[src/rtl/fsmf_pkg.sv]
// ----------------------------------------------------------------------------
// fsmf_pkg
// Shared types and constants for the first substring match finder.
// ----------------------------------------------------------------------------
package fsmf_pkg;

    localparam int BYTE_W     = 8;
    localparam int LEN_W      = 6;
    localparam int POS_W      = 16;
    localparam int PAT_WORDS  = 4;
    localparam int WORD_BYTES = 8;
    localparam int CFG_IDX_W  = 3;
    localparam int CFG_DATA_W = 64;

    localparam int              DEF_MAX_PATTERN = 32;
    localparam longint unsigned DEF_MAX_TEXT    = 65536;

    typedef enum logic [CFG_IDX_W-1:0] {
        CFG_PATTERN_LENGTH = 3'd0,
        CFG_PATTERN_WORD_0 = 3'd1,
        CFG_PATTERN_WORD_1 = 3'd2,
        CFG_PATTERN_WORD_2 = 3'd3,
        CFG_PATTERN_WORD_3 = 3'd4
    } t_cfg_reg;

    // broadcast from the top level to every cell of the row
    typedef struct packed {
        logic              step;
        logic              clear;
        logic [BYTE_W-1:0] text_byte;
    } t_cell_ctl;

endpackage

[src/rtl/fsmf_cfg.sv]
// ----------------------------------------------------------------------------
// fsmf_cfg
// Configuration registers: pattern length and the four pattern words.
// ----------------------------------------------------------------------------
module fsmf_cfg #(
    parameter int MAX_PATTERN = fsmf_pkg::DEF_MAX_PATTERN
) (
    input  logic                                        i_clk,
    input  logic                                        i_rst_n,
    input  logic                                        i_cfg_we,
    input  logic [fsmf_pkg::CFG_IDX_W-1:0]              i_cfg_index,
    input  logic [fsmf_pkg::CFG_DATA_W-1:0]             i_cfg_data,
    output logic [fsmf_pkg::PAT_WORDS-1:0][fsmf_pkg::CFG_DATA_W-1:0] o_pat_words,
    output logic [fsmf_pkg::LEN_W-1:0]                  o_eff_len
);

    logic [fsmf_pkg::LEN_W-1:0]                              r_len;
    logic [fsmf_pkg::PAT_WORDS-1:0][fsmf_pkg::CFG_DATA_W-1:0] r_words;

    always_ff @(posedge i_clk) begin
        if (!i_rst_n) begin
            r_len   <= '0;
            r_words <= '0;
        end else if (i_cfg_we) begin
            unique case (fsmf_pkg::t_cfg_reg'(i_cfg_index))
                fsmf_pkg::CFG_PATTERN_LENGTH: r_len <= i_cfg_data[fsmf_pkg::LEN_W-1:0];
                fsmf_pkg::CFG_PATTERN_WORD_0: r_words[0] <= i_cfg_data;
                fsmf_pkg::CFG_PATTERN_WORD_1: r_words[1] <= i_cfg_data;
                fsmf_pkg::CFG_PATTERN_WORD_2: r_words[2] <= i_cfg_data;
                fsmf_pkg::CFG_PATTERN_WORD_3: r_words[3] <= i_cfg_data;
                default: ;
            endcase
        end
    end

    // lengths above the cell count clamp to the full row
    assign o_eff_len = (r_len > fsmf_pkg::LEN_W'(MAX_PATTERN))
                     ? fsmf_pkg::LEN_W'(MAX_PATTERN) : r_len;
    assign o_pat_words = r_words;

endmodule

[src/rtl/fsmf_cell.sv]
// ----------------------------------------------------------------------------
// fsmf_cell
// One prefix cell: holds the match bit of one pattern prefix and passes it on.
// ----------------------------------------------------------------------------
module fsmf_cell (
    input  logic                          i_clk,
    input  logic                          i_rst_n,
    input  fsmf_pkg::t_cell_ctl           i_ctl,
    input  logic [fsmf_pkg::BYTE_W-1:0]   i_pat_byte,
    input  logic                          i_enable,
    input  logic                          i_final,
    input  logic                          i_prev,
    output logic                          o_bit,
    output logic                          o_hit
);

    logic r_bit;
    logic n_bit;
    logic w_match;

    // prefix k+1 matches when prefix k matched one byte ago and this byte fits
    assign w_match = i_prev && i_enable && (i_ctl.text_byte == i_pat_byte);

    always_comb begin
        n_bit = r_bit;
        if (i_ctl.clear) begin
            n_bit = 1'b0;
        end else if (i_ctl.step) begin
            n_bit = w_match;
        end
    end

    always_ff @(posedge i_clk) begin
        if (!i_rst_n) begin
            r_bit <= 1'b0;
        end else begin
            r_bit <= n_bit;
        end
    end

    assign o_bit = r_bit;
    assign o_hit = i_ctl.step && i_final && w_match;

endmodule

[src/rtl/first_substring_match_finder_top.sv]
// ----------------------------------------------------------------------------
// first_substring_match_finder_top
// Streaming pattern search over a row of prefix cells; reports the first hit.
// ----------------------------------------------------------------------------
//  channel | direction | handshake                  | payload
//  --------+-----------+----------------------------+------------------------------
//  in      | input     | i_in_valid / o_in_stall    | i_text_byte, i_last
//  out     | output    | o_out_valid / i_out_stall  | o_found, o_match_position,
//          |           |                            | o_too_long
//  cfg     | input     | i_cfg_we                   | i_cfg_index, i_cfg_data
//
//  One text byte per cycle while the input is not stalled; every cell compares it
//  with its pattern byte and takes its left neighbor's bit.
//  The result of a last beat sits in the output register the cycle after.
//  Input stalls only while a result is held and the output is stalled.
//  Synchronous active-low reset clears search state and configuration.
// ----------------------------------------------------------------------------
module first_substring_match_finder_top #(
    parameter int              MAX_PATTERN = fsmf_pkg::DEF_MAX_PATTERN,
    parameter longint unsigned MAX_TEXT    = fsmf_pkg::DEF_MAX_TEXT
) (
    input  logic                              i_clk,
    input  logic                              i_rst_n,
    input  logic                              i_in_valid,
    output logic                              o_in_stall,
    input  logic [fsmf_pkg::BYTE_W-1:0]       i_text_byte,
    input  logic                              i_last,
    output logic                              o_out_valid,
    input  logic                              i_out_stall,
    output logic                              o_found,
    output logic [fsmf_pkg::POS_W-1:0]        o_match_position,
    output logic                              o_too_long,
    input  logic                              i_cfg_we,
    input  logic [fsmf_pkg::CFG_IDX_W-1:0]    i_cfg_index,
    input  logic [fsmf_pkg::CFG_DATA_W-1:0]   i_cfg_data
);

    localparam int CNT_W = $clog2(MAX_TEXT + 1);
    localparam logic [CNT_W-1:0] CNT_MAX = CNT_W'(MAX_TEXT);

    logic [fsmf_pkg::PAT_WORDS-1:0][fsmf_pkg::CFG_DATA_W-1:0] w_pat_words;
    logic [fsmf_pkg::LEN_W-1:0] w_eff_len;

    logic [MAX_PATTERN-1:0] w_bits;
    logic [MAX_PATTERN-1:0] w_hits;
    fsmf_pkg::t_cell_ctl    w_ctl;

    logic [CNT_W-1:0]               r_count, n_count;
    logic                           r_found, n_found;
    logic [fsmf_pkg::POS_W-1:0]     r_start, n_start;
    logic                           r_ovf, n_ovf;
    logic                           r_out_valid, n_out_valid;
    logic                           r_out_found;
    logic [fsmf_pkg::POS_W-1:0]     r_out_pos;
    logic                           r_out_too_long;

    logic                               w_accept;
    logic                               w_sat;
    logic                               w_step;
    logic                               w_hit;
    logic [CNT_W+fsmf_pkg::POS_W-1:0]   w_cnt_ext;
    logic [fsmf_pkg::POS_W-1:0]         w_hit_start;

    fsmf_cfg #(
        .MAX_PATTERN (MAX_PATTERN)
    ) u_cfg (
        .i_clk       (i_clk),
        .i_rst_n     (i_rst_n),
        .i_cfg_we    (i_cfg_we),
        .i_cfg_index (i_cfg_index),
        .i_cfg_data  (i_cfg_data),
        .o_pat_words (w_pat_words),
        .o_eff_len   (w_eff_len)
    );

    assign o_in_stall = r_out_valid && i_out_stall;
    assign w_accept   = i_in_valid && !o_in_stall;
    assign w_sat      = (r_count >= CNT_MAX);
    assign w_step     = w_accept && !w_sat && (w_eff_len != '0);

    assign w_ctl.step      = w_step;
    assign w_ctl.clear     = w_accept && i_last;
    assign w_ctl.text_byte = i_text_byte;

    for (genvar k = 0; k < MAX_PATTERN; k++) begin : g_cell
        logic w_prev;
        if (k == 0) begin : g_head
            assign w_prev = 1'b1;
        end else begin : g_link
            assign w_prev = w_bits[k-1];
        end

        fsmf_cell u_cell (
            .i_clk      (i_clk),
            .i_rst_n    (i_rst_n),
            .i_ctl      (w_ctl),
            .i_pat_byte (w_pat_words[k / fsmf_pkg::WORD_BYTES]
                                    [(k % fsmf_pkg::WORD_BYTES) * fsmf_pkg::BYTE_W
                                     +: fsmf_pkg::BYTE_W]),
            .i_enable   (w_eff_len > fsmf_pkg::LEN_W'(k)),
            .i_final    (w_eff_len == fsmf_pkg::LEN_W'(k + 1)),
            .i_prev     (w_prev),
            .o_bit      (w_bits[k]),
            .o_hit      (w_hits[k])
        );
    end

    assign w_hit       = |w_hits;
    assign w_cnt_ext   = {{fsmf_pkg::POS_W{1'b0}}, r_count};
    // start of the occurrence that ends on this byte, kept to 16 bits
    assign w_hit_start = w_cnt_ext[fsmf_pkg::POS_W-1:0] + fsmf_pkg::POS_W'(1)
                       - fsmf_pkg::POS_W'(w_eff_len);

    always_comb begin
        n_count = r_count;
        n_found = r_found;
        n_start = r_start;
        n_ovf   = r_ovf;
        if (w_accept) begin
            if (w_sat) begin
                n_ovf = 1'b1;
            end else begin
                n_count = r_count + CNT_W'(1);
            end
            if (w_hit && !r_found) begin
                n_found = 1'b1;
                n_start = w_hit_start;
            end
        end
        n_out_valid = (w_accept && i_last) || (r_out_valid && i_out_stall);
    end

    always_ff @(posedge i_clk) begin
        if (!i_rst_n) begin
            r_count     <= '0;
            r_found     <= 1'b0;
            r_start     <= '0;
            r_ovf       <= 1'b0;
            r_out_valid <= 1'b0;
        end else begin
            r_out_valid <= n_out_valid;
            if (w_accept && i_last) begin
                r_count <= '0;
                r_found <= 1'b0;
                r_start <= '0;
                r_ovf   <= 1'b0;
            end else begin
                r_count <= n_count;
                r_found <= n_found;
                r_start <= n_start;
                r_ovf   <= n_ovf;
            end
        end
    end

    // result beat register
    always_ff @(posedge i_clk) begin
        if (w_accept && i_last) begin
            if (w_eff_len == '0) begin
                r_out_found <= 1'b1;
                r_out_pos   <= '0;
            end else begin
                r_out_found <= n_found;
                r_out_pos   <= n_found ? n_start : '0;
            end
            r_out_too_long <= n_ovf;
        end
    end

    assign o_out_valid      = r_out_valid;
    assign o_found          = r_out_found;
    assign o_match_position = r_out_pos;
    assign o_too_long       = r_out_too_long;

    a_last_gives_result: assert property (@(posedge i_clk) disable iff (!i_rst_n)
        (w_accept && i_last) |=> o_out_valid)
        else $error("last beat did not produce a result");

    a_pos_zero_when_missing: assert property (@(posedge i_clk) disable iff (!i_rst_n)
        (o_out_valid && !o_found) |-> (o_match_position == '0))
        else $error("position set without a match");

    a_count_bounded: assert property (@(posedge i_clk) disable iff (!i_rst_n)
        r_count <= CNT_MAX)
        else $error("byte count passed its limit");

    a_stall_only_when_held: assert property (@(posedge i_clk) disable iff (!i_rst_n)
        o_in_stall |-> o_out_valid)
        else $error("input stalled with no result held");

endmodule

[config.mk]
export PLATFORM = sky130hd
export DESIGN_NAME = first_substring_match_finder_top
export DESIGN_NICKNAME = d
export VERILOG_FILES = /design/src/rtl/fsmf_pkg.sv /design/src/rtl/fsmf_cfg.sv /design/src/rtl/fsmf_cell.sv /design/src/rtl/first_substring_match_finder_top.sv
export SDC_FILE = /design/constraint.sdc
export NUM_CORES = 1
export LEC_CHECK = 0
export ABC_AREA = 1
export BUFFER_PORTS_ARGS = -buffer_cell sky130_fd_sc_hd__buf_2
export CORE_UTILIZATION = 40
export CTS_BUF_LIST = sky130_fd_sc_hd__clkbuf_8
export DETAILED_ROUTE_END_ITERATION = 6
export PLACE_DENSITY = 0.67
export REMOVE_ABC_BUFFERS = 1
export SYNTH_ARGS = -nofsm -noshare
export SYNTH_HDL_FRONTEND = slang
export SYNTH_SLANG_ARGS = --single-unit
[constraint.sdc]
create_clock -name i_clk -period 8 [get_ports i_clk]
set_clock_uncertainty 0.2 [all_clocks]
set_input_delay 1.2 -clock i_clk [delete_from_list [all_inputs] [get_ports i_clk]]
set_output_delay 1.2 -clock i_clk [all_outputs]
set_load 0.005 [all_outputs]
# Yosys cells after proc, flatten, opt, wreduce, memory -nomap -nowiden
# Index checks and enable logic that the tools add are counted.
# Widths: inputs -> output; s select.
[word_totals]
register_bits = 347
latch_bits = 0
mem_bits_rw = 0
romBits = 0
output_inout_bits = 20
word_cells = 308
mem_count = 0
[op_classes]
n_addsub = 3
mul = 0
n_div = 0
n_lt_le_gt_ge = 34
n_eq_ne = 68
n_shift = 0
n_mux = 7
bitwise_logic = 3
reduce_logical = 149
[ops]
columns = ["operator", "count"]
rows = [
  ["$eq 8x8->1", 32],
  ["$logic_and 1x1->1", 133],
  ["$eq 6x5->1 const B", 16],
  ["$gt 6x5->1 const B", 16],
  ["$eq 6x4->1 const B", 8],
  ["$gt 6x4->1 const B", 8],
  ["$mux 16", 2],
  ["$reduce_or 32->1", 1],
  ["$eq 6x3->1 const B", 4],
  ["$gt 6x3->1 const B", 4],
  ["$add 17x1->17 const B", 1],
  ["$ge 17x17->1 const B", 1],
  ["$add 16x1->16 const B", 1],
  ["$sub 16x6->16", 1],
  ["$eq 6x2->1 const B", 2],
  ["$gt 6x1->1 const B", 2],
  ["$gt 6x2->1 const B", 2],
  ["$reduce_and 2->1", 6],
  ["$eq 3x2->1 const B", 2],
  ["$eq 6x1->1 const B", 1],
  ["$eq 6x6->1 const B", 1],
  ["$gt 6x6->1 const B", 1],
  ["$logic_not 6->1", 1],
  ["$mux 6", 1],
  ["9 further kinds", 17],
]

# Depth between registers and ports, before layout
[logic_depth]
ltp_word = 13
mapped_depth = 21

# Modules after synthesis
# Synthesis repeated with hierarchy kept, for this count alone.
[hier_totals]
hier_cells = 3380
hier_area_um2 = 21697.1
[modules_own_cells]
columns = ["module", "n_inst", "cells_each", "area_each_um2", "seq_area_each_um2"]
rows = [
  ["fsmf_cfg", 1, 1512, 10561.4, 5245.0],
  ["fsmf_cell", 32, 40, 226.5, 20.0],
  ["first_substring_match_finder_top", 1, 588, 3888.7, 1261.2],
]

# Worst setup path before layout
# OpenSTA, ideal clock, no wires.
[synth_path]
kind = "input to register"
startpoint = "input port i_text_byte[0] in the netlist's numbering"
endpoint = "register r_out_found (netlist: o_found), data pin"
setup_time_ns = 0.255
arrival_ns = 2.812
required_time_ns = 7.545
path_slack_ns = 4.733
path_stages = 17
n_path_buf = 3
path_cell_list = "buf_2 > inv_1 > clkbuf_1 > nand2_1 > nand2_1 > nor2_1 > nand2_1 > nor2_1 > nand3_1 > nand2_1 > nor2_1 > nand3_1 > nor2_2 > nand3_1 > nand2_1 > buf_4 > nand2_1"
[synth_between]
elab_chain_cells = 7
[synth_rtl]
columns = ["item", "line", "rtl"]
rows = [
  ["from (decl)", "first_substring_match_finder_top.sv:26", "input logic [fsmf_pkg::BYTE_W-1:0] i_text_byte,"],
  ["$eq 8x8->1", "fsmf_cell.sv:22", "assign w_match = i_prev && i_enable && (i_ctl.text_byte == i_pat_byte);"],
  ["$logic_and 1x1->1", "fsmf_cell.sv:22", ""],
  ["$logic_and 1x1->1", "fsmf_cell.sv:42", "assign o_hit = i_ctl.step && i_final && w_match;"],
  ["$reduce_or 32->1 *", "first_substring_match_finder_top.sv:108", "assign w_hit = |w_hits;"],
  ["$logic_and 1x1->1 *", "first_substring_match_finder_top.sv:125", "if (w_hit && !r_found) begin"],
  ["$mux 1 *", "first_substring_match_finder_top.sv:125", ""],
  ["$mux 1 *", "first_substring_match_finder_top.sv:119", "if (w_accept) begin"],
  ["to (signal assigned)", "first_substring_match_finder_top.sv:163", "r_out_found <= n_found;"],
  ["to (decl)", "first_substring_match_finder_top.sv:53", "logic r_out_found;"],
]
# Mark *: on every way between the ends. The rest lies on a longest branch, timed or not.
# A chain may end at the register's enable or synchronous reset.

# Worst setup path after layout
[layout_path]
startpoint = "register u_cfg.r_len[5] in the netlist's numbering"
endpoint = "register r_out_pos, in the netlist o_match_position[14], data pin"
[layout_between]
elab_chain_cells = 12
[layout_rtl]
columns = ["item", "line", "rtl"]
rows = [
  ["from (decl)", "fsmf_cfg.sv:17", "logic [fsmf_pkg::LEN_W-1:0] r_len;"],
  ["from (signal assigned)", "fsmf_cfg.sv:26", "fsmf_pkg::CFG_PATTERN_LENGTH: r_len <= i_cfg_data[fsmf_pkg::LEN_W-1:0];"],
  ["$gt 6x6->1", "fsmf_cfg.sv:37", "assign o_eff_len = (r_len > fsmf_pkg::LEN_W'(MAX_PATTERN))"],
  ["$mux 6 *", "fsmf_cfg.sv:38", "? fsmf_pkg::LEN_W'(MAX_PATTERN) : r_len;"],
  ["$gt 6x1->1 (tied with other cells)", "first_substring_match_finder_top.sv:100", ".i_enable (w_eff_len > fsmf_pkg::LEN_W'(k)),"],
  ["$logic_and 1x1->1, on equally long branches", "fsmf_cell.sv:22, first_substring_match_finder_top.sv:79", ""],
  ["$logic_and 1x1->1, on equally long branches", "fsmf_cell.sv:22, fsmf_cell.sv:42", ""],
  ["$logic_and 1x1->1", "fsmf_cell.sv:42", ""],
  ["$reduce_or 32->1", "first_substring_match_finder_top.sv:108", ""],
  ["$logic_and 1x1->1", "first_substring_match_finder_top.sv:125", ""],
  ["$mux 1", "first_substring_match_finder_top.sv:125", ""],
  ["$mux 1", "first_substring_match_finder_top.sv:119", ""],
  ["$not 1->1 (no line)", "--", ""],
  ["$reduce_or 2->1 (no line)", "--", ""],
  ["to (signal assigned)", "first_substring_match_finder_top.sv:164", "r_out_pos <= n_found ? n_start : '0;"],
  ["to (decl)", "first_substring_match_finder_top.sv:54", "logic [fsmf_pkg::POS_W-1:0] r_out_pos;"],
]
# Marks and branches as above.

==> flow_metrics.tcl <==
set metrics [dict create \
    setup_viol 0 \
    fp-row-count 76 \
    critical_path.max_fanout 60 \
    rsz_0062_raised_after_global_routing "no" \
    holdBufCountCts 0 \
    ys_ff_latch 347 \
    worst_slew_margin_rel 0.267 \
    maximum_number_of_pins_on_one_net_before_global_route_repair 131 \
    place.port_buffers 100 \
    globalplace.congestion 0.913 \
    vias_per_cell 5.07 \
    ys_types 43 \
    power.combinational.fraction 0.109 \
    die_area_mm2 0.0453 \
    power_switching_share 0.278 \
    post_cts_resize_count 0 \
    effective_utilization_at_floorplan 0.409 \
    yosysWarnings 0 \
    outcome "complete, no violations" \
    holdCritPathClass "reg2reg" \
    layout-drive-gt1-share 0.0867 \
    dominantRegCellSynth "sky130_fd_sc_hd__dfxtp_1" \
    h-tree-depth 2 \
    synthesis.instances 2535 \
    synth_area_mm2 0.0178 \
    worst-slew-pin-transition_ns 1.10 \
    routed_wirelength_um 51200 \
    layout.cells.non_filler 3193 \
    finalMaxSlewViolations 0 \
    flow.area_growth_from_synthesis_pct 10.6 \
    diodes 0 \
    seq_power_share 0.484 \
    timing.critical_path.slowest_stage_cell "sky130_fd_sc_hd__dfxtp_1" \
    setup_total_negative_slack_ns 0 \
    yosys.area.top_type "sky130_fd_sc_hd__dfxtp_1" \
    max_freq_ghz 0.213 \
    die_h_um 213 \
    period_share 0.586 \
    groute.usage.overall 0.231 \
    worst_setup_sp_type "register" \
    io-pin-count 101 \
    clk_pin_slew_worst_paths_ns 0.06 \
    synth_top_cells_by_count "432 x sky130_fd_sc_hd__nor2_1, 379 x sky130_fd_sc_hd__nand2_1, 329 x sky130_fd_sc_hd__dfxtp_1" \
    power.share.clock 0.408 \
    antenna_found_initial 0 \
    synthMostInstantiatedCell "sky130_fd_sc_hd__nor2_1" \
    power-per-cell-area_mw_per_mm2 192 \
    wl_per_cell_um 16.0 \
    synthTopCellsByArea "sky130_fd_sc_hd__dfxtp_1 37%, sky130_fd_sc_hd__nor2_1 9.1%, sky130_fd_sc_hd__o21ai_0 8.2%" \
    clk_root_buffer_cell "sky130_fd_sc_hd__clkbuf_8" \
    seq_area_frac_synth 0.401 \
    tritoncts_buffer_count 59 \
    clock_tree_from_tritoncts "yes" \
    asyncSetResetFlopFracSynth 0 \
    final-hold-violation-count 0 \
    detailroute.via_count 16200 \
    total_switching_power_mw 1.05 \
    first_global_vias 15600 \
    power_report.internal_total_mw 2.73 \
    crit_path_arrival_time_ns 4.95 \
    die_width_um 213 \
    largest_buffer_count_on_any_clock_path 3 \
    fillCellCount 4493 \
    clk_latency_ns 0.69 \
    clock_sinks 347 \
    synth-edff-count 18 \
    drv_cap 0 \
    critical_path_class "reg2reg" \
    leakagePower_nw 8.19 \
    postSynthAreaPerCell_um2 7.02 \
    multi_input_comb_area_mm2 0.00906 \
    worstPathCellList "inv_4, nand2_4, inv_4, nor2_8, nand2_4, nand2_4, inv_1, nand2_1, nor2_1, a21oi_1, nand3_1, nor2_2, nand2_2, nand2_4, nand2_2, a21oi_1" \
    sequential_cell_area_mm2 0.00713 \
    drc 0 \
    global_route_wire_length_before_repair_um 82600 \
    critPathMaxStageDelay_ns 0.76 \
    timing.critical_path.mode_cell "sky130_fd_sc_hd__nand2_4" \
    place_inst 3091 \
    grt_remaining_overflow 0 \
    drt_pass1_iterations 5 \
    drt-initial-drc-count 1058 \
    detail-route-antenna-nets 0 \
    max-vdd-ir-drop_mv 0.147 \
    fraction_of_post_synthesis_cell_area_in_the_top_cell_type_by_area 0.370 \
    critical_path.endpoint_type "register" \
    cts.repair_timing.setup_buffer_count 0 \
    design.final.nets 2684 \
    post-dp-hpwl_um 33400 \
    cp.required_ns 8.27 \
    coreArea_mm2 0.0435 \
    timing.final.crit_period_ns 4.69 \
]
-- sequential cells by signal, indices dropped and copies added (netlist names) --
register and flops:
u_cfg.o_pat_words 256, g_cell.u_cell.o_bit 31, o_too_long 1, r_start 16, o_match_position 16, r_ovf 1
r_found 1, r_count 17, u_cfg.r_len 6, o_found 1, o_out_valid 1
-- path summary, 6_finish.rpt --
kind | cells past startpoint | slack (ns) | startpoint | end
hold reg to reg | 2 | 0.25 | u_cfg.o_pat_words[101] | u_cfg.o_pat_words[101]
setup reg to reg | 16 | 3.31 | u_cfg.r_len[5] | o_match_position[14]
hold / removal | 2 | 0.25 | u_cfg.o_pat_words[101] | u_cfg.o_pat_words[101]
setup / recovery | 16 | 3.31 | u_cfg.r_len[5] | o_match_position[14]
-- power by group through the flow --
stage	Sequential, mW	Clock (mW)	Combinational [mW]
floorplan	1.86	0	0.236
global placement	1.86	0	0.401
detailed placement	1.86	0	0.408
CTS	1.83	1.58	0.410
global route	1.83	1.66	0.461
finish	1.83	1.54	0.410
-- placed cells by master, fill, tap and decap left out, types with 3 or more instances in the layout --
master and count:
sky130_fd_sc_hd__nor3_2 3, sky130_fd_sc_hd__edfxtp_1 18, sky130_fd_sc_hd__nand2_1 379, sky130_fd_sc_hd__xnor2_1 52, sky130_fd_sc_hd__nand3b_1 11, sky130_fd_sc_hd__nand2_2 11, sky130_fd_sc_hd__inv_1 279, sky130_fd_sc_hd__nand4_1 20
sky130_fd_sc_hd__and3_1 3, sky130_fd_sc_hd__a21boi_0 7, sky130_fd_sc_hd__clkbuf_8 68, sky130_fd_sc_hd__nor2_2 3, sky130_fd_sc_hd__dfxtp_1 329, sky130_fd_sc_hd__clkinv_1 5, sky130_fd_sc_hd__xor2_1 122, sky130_fd_sc_hd__nand3_1 94
sky130_fd_sc_hd__a21oi_1 263, sky130_fd_sc_hd__o21ai_0 289, sky130_fd_sc_hd__buf_2 99, sky130_fd_sc_hd__nand2_4 5, sky130_fd_sc_hd__nor3_1 30, sky130_fd_sc_hd__clkinv_2 5, sky130_fd_sc_hd__buf_4 16, sky130_fd_sc_hd__nor2_1 432
sky130_fd_sc_hd__ha_1 35
-- worst max-delay path, delay by kind of cell (launching register included) --
kind | cells | cell delay (ns)
DFF | 1 | 0.76
AOI/OAI and AO/OA | 2 | 0.32
and+or+nand+nor | 11 | 2.23
buffers and inverters | 3 | 0.96
-- kinds of logic (layout without fill, tap and decap cells) --
group                    count (synthesis)  in the layout  share of synthesized area
adder cells (fa/ha/maj)                 36             36                     0.0258
AO/OA/AOI/OAI                          569            569                      0.162
AND/OR/NAND/NOR                       1001           1001                      0.233
XOR/XNOR                               174            174                     0.0857
buffers and inverters                  408            481                     0.0923
flip-flops                             347            347                      0.401
-- metrics by stage --
step	hold WS [ns]	cell area (µm²)	setup slack, ns	power, mW	util
3_5_place_dp	0.248	18500	2.87	2.27	0.427
6_report	0.254	19700	3.31	3.78	0.452
5_1_grt	0.273	19700	2.96	3.96	0.452
4_1_cts	0.258	19700	3.40	3.82	0.452
3_3_place_gp	0.244	18500	2.90	2.26	0.427
2_1_floorplan	0.235	17100	2.44	2.09	-
-- layout make-up --
type / count / share of cell area
Timing Repair Buffer: 116 / 0.0319
Tap cell: 585 / 0.0372
Clock inverter: 34 / 0.00961
Sequential cell: 347 / 0.362
Multi-Input combinational cell: 1780 / 0.461
Clock buffer: 68 / 0.0476
Inverter: 263 / 0.0505
-- routing by layer --
metal	wire length, µm	global-route usage	vias up
met4	1640	0.0910	0
met5	0	0	-
met1	23500	0.307	7521
met2	23400	0.376	431
li1	-	-	8126
met3	2670	0.0332	99
Power figures use the tool's default switching activity.
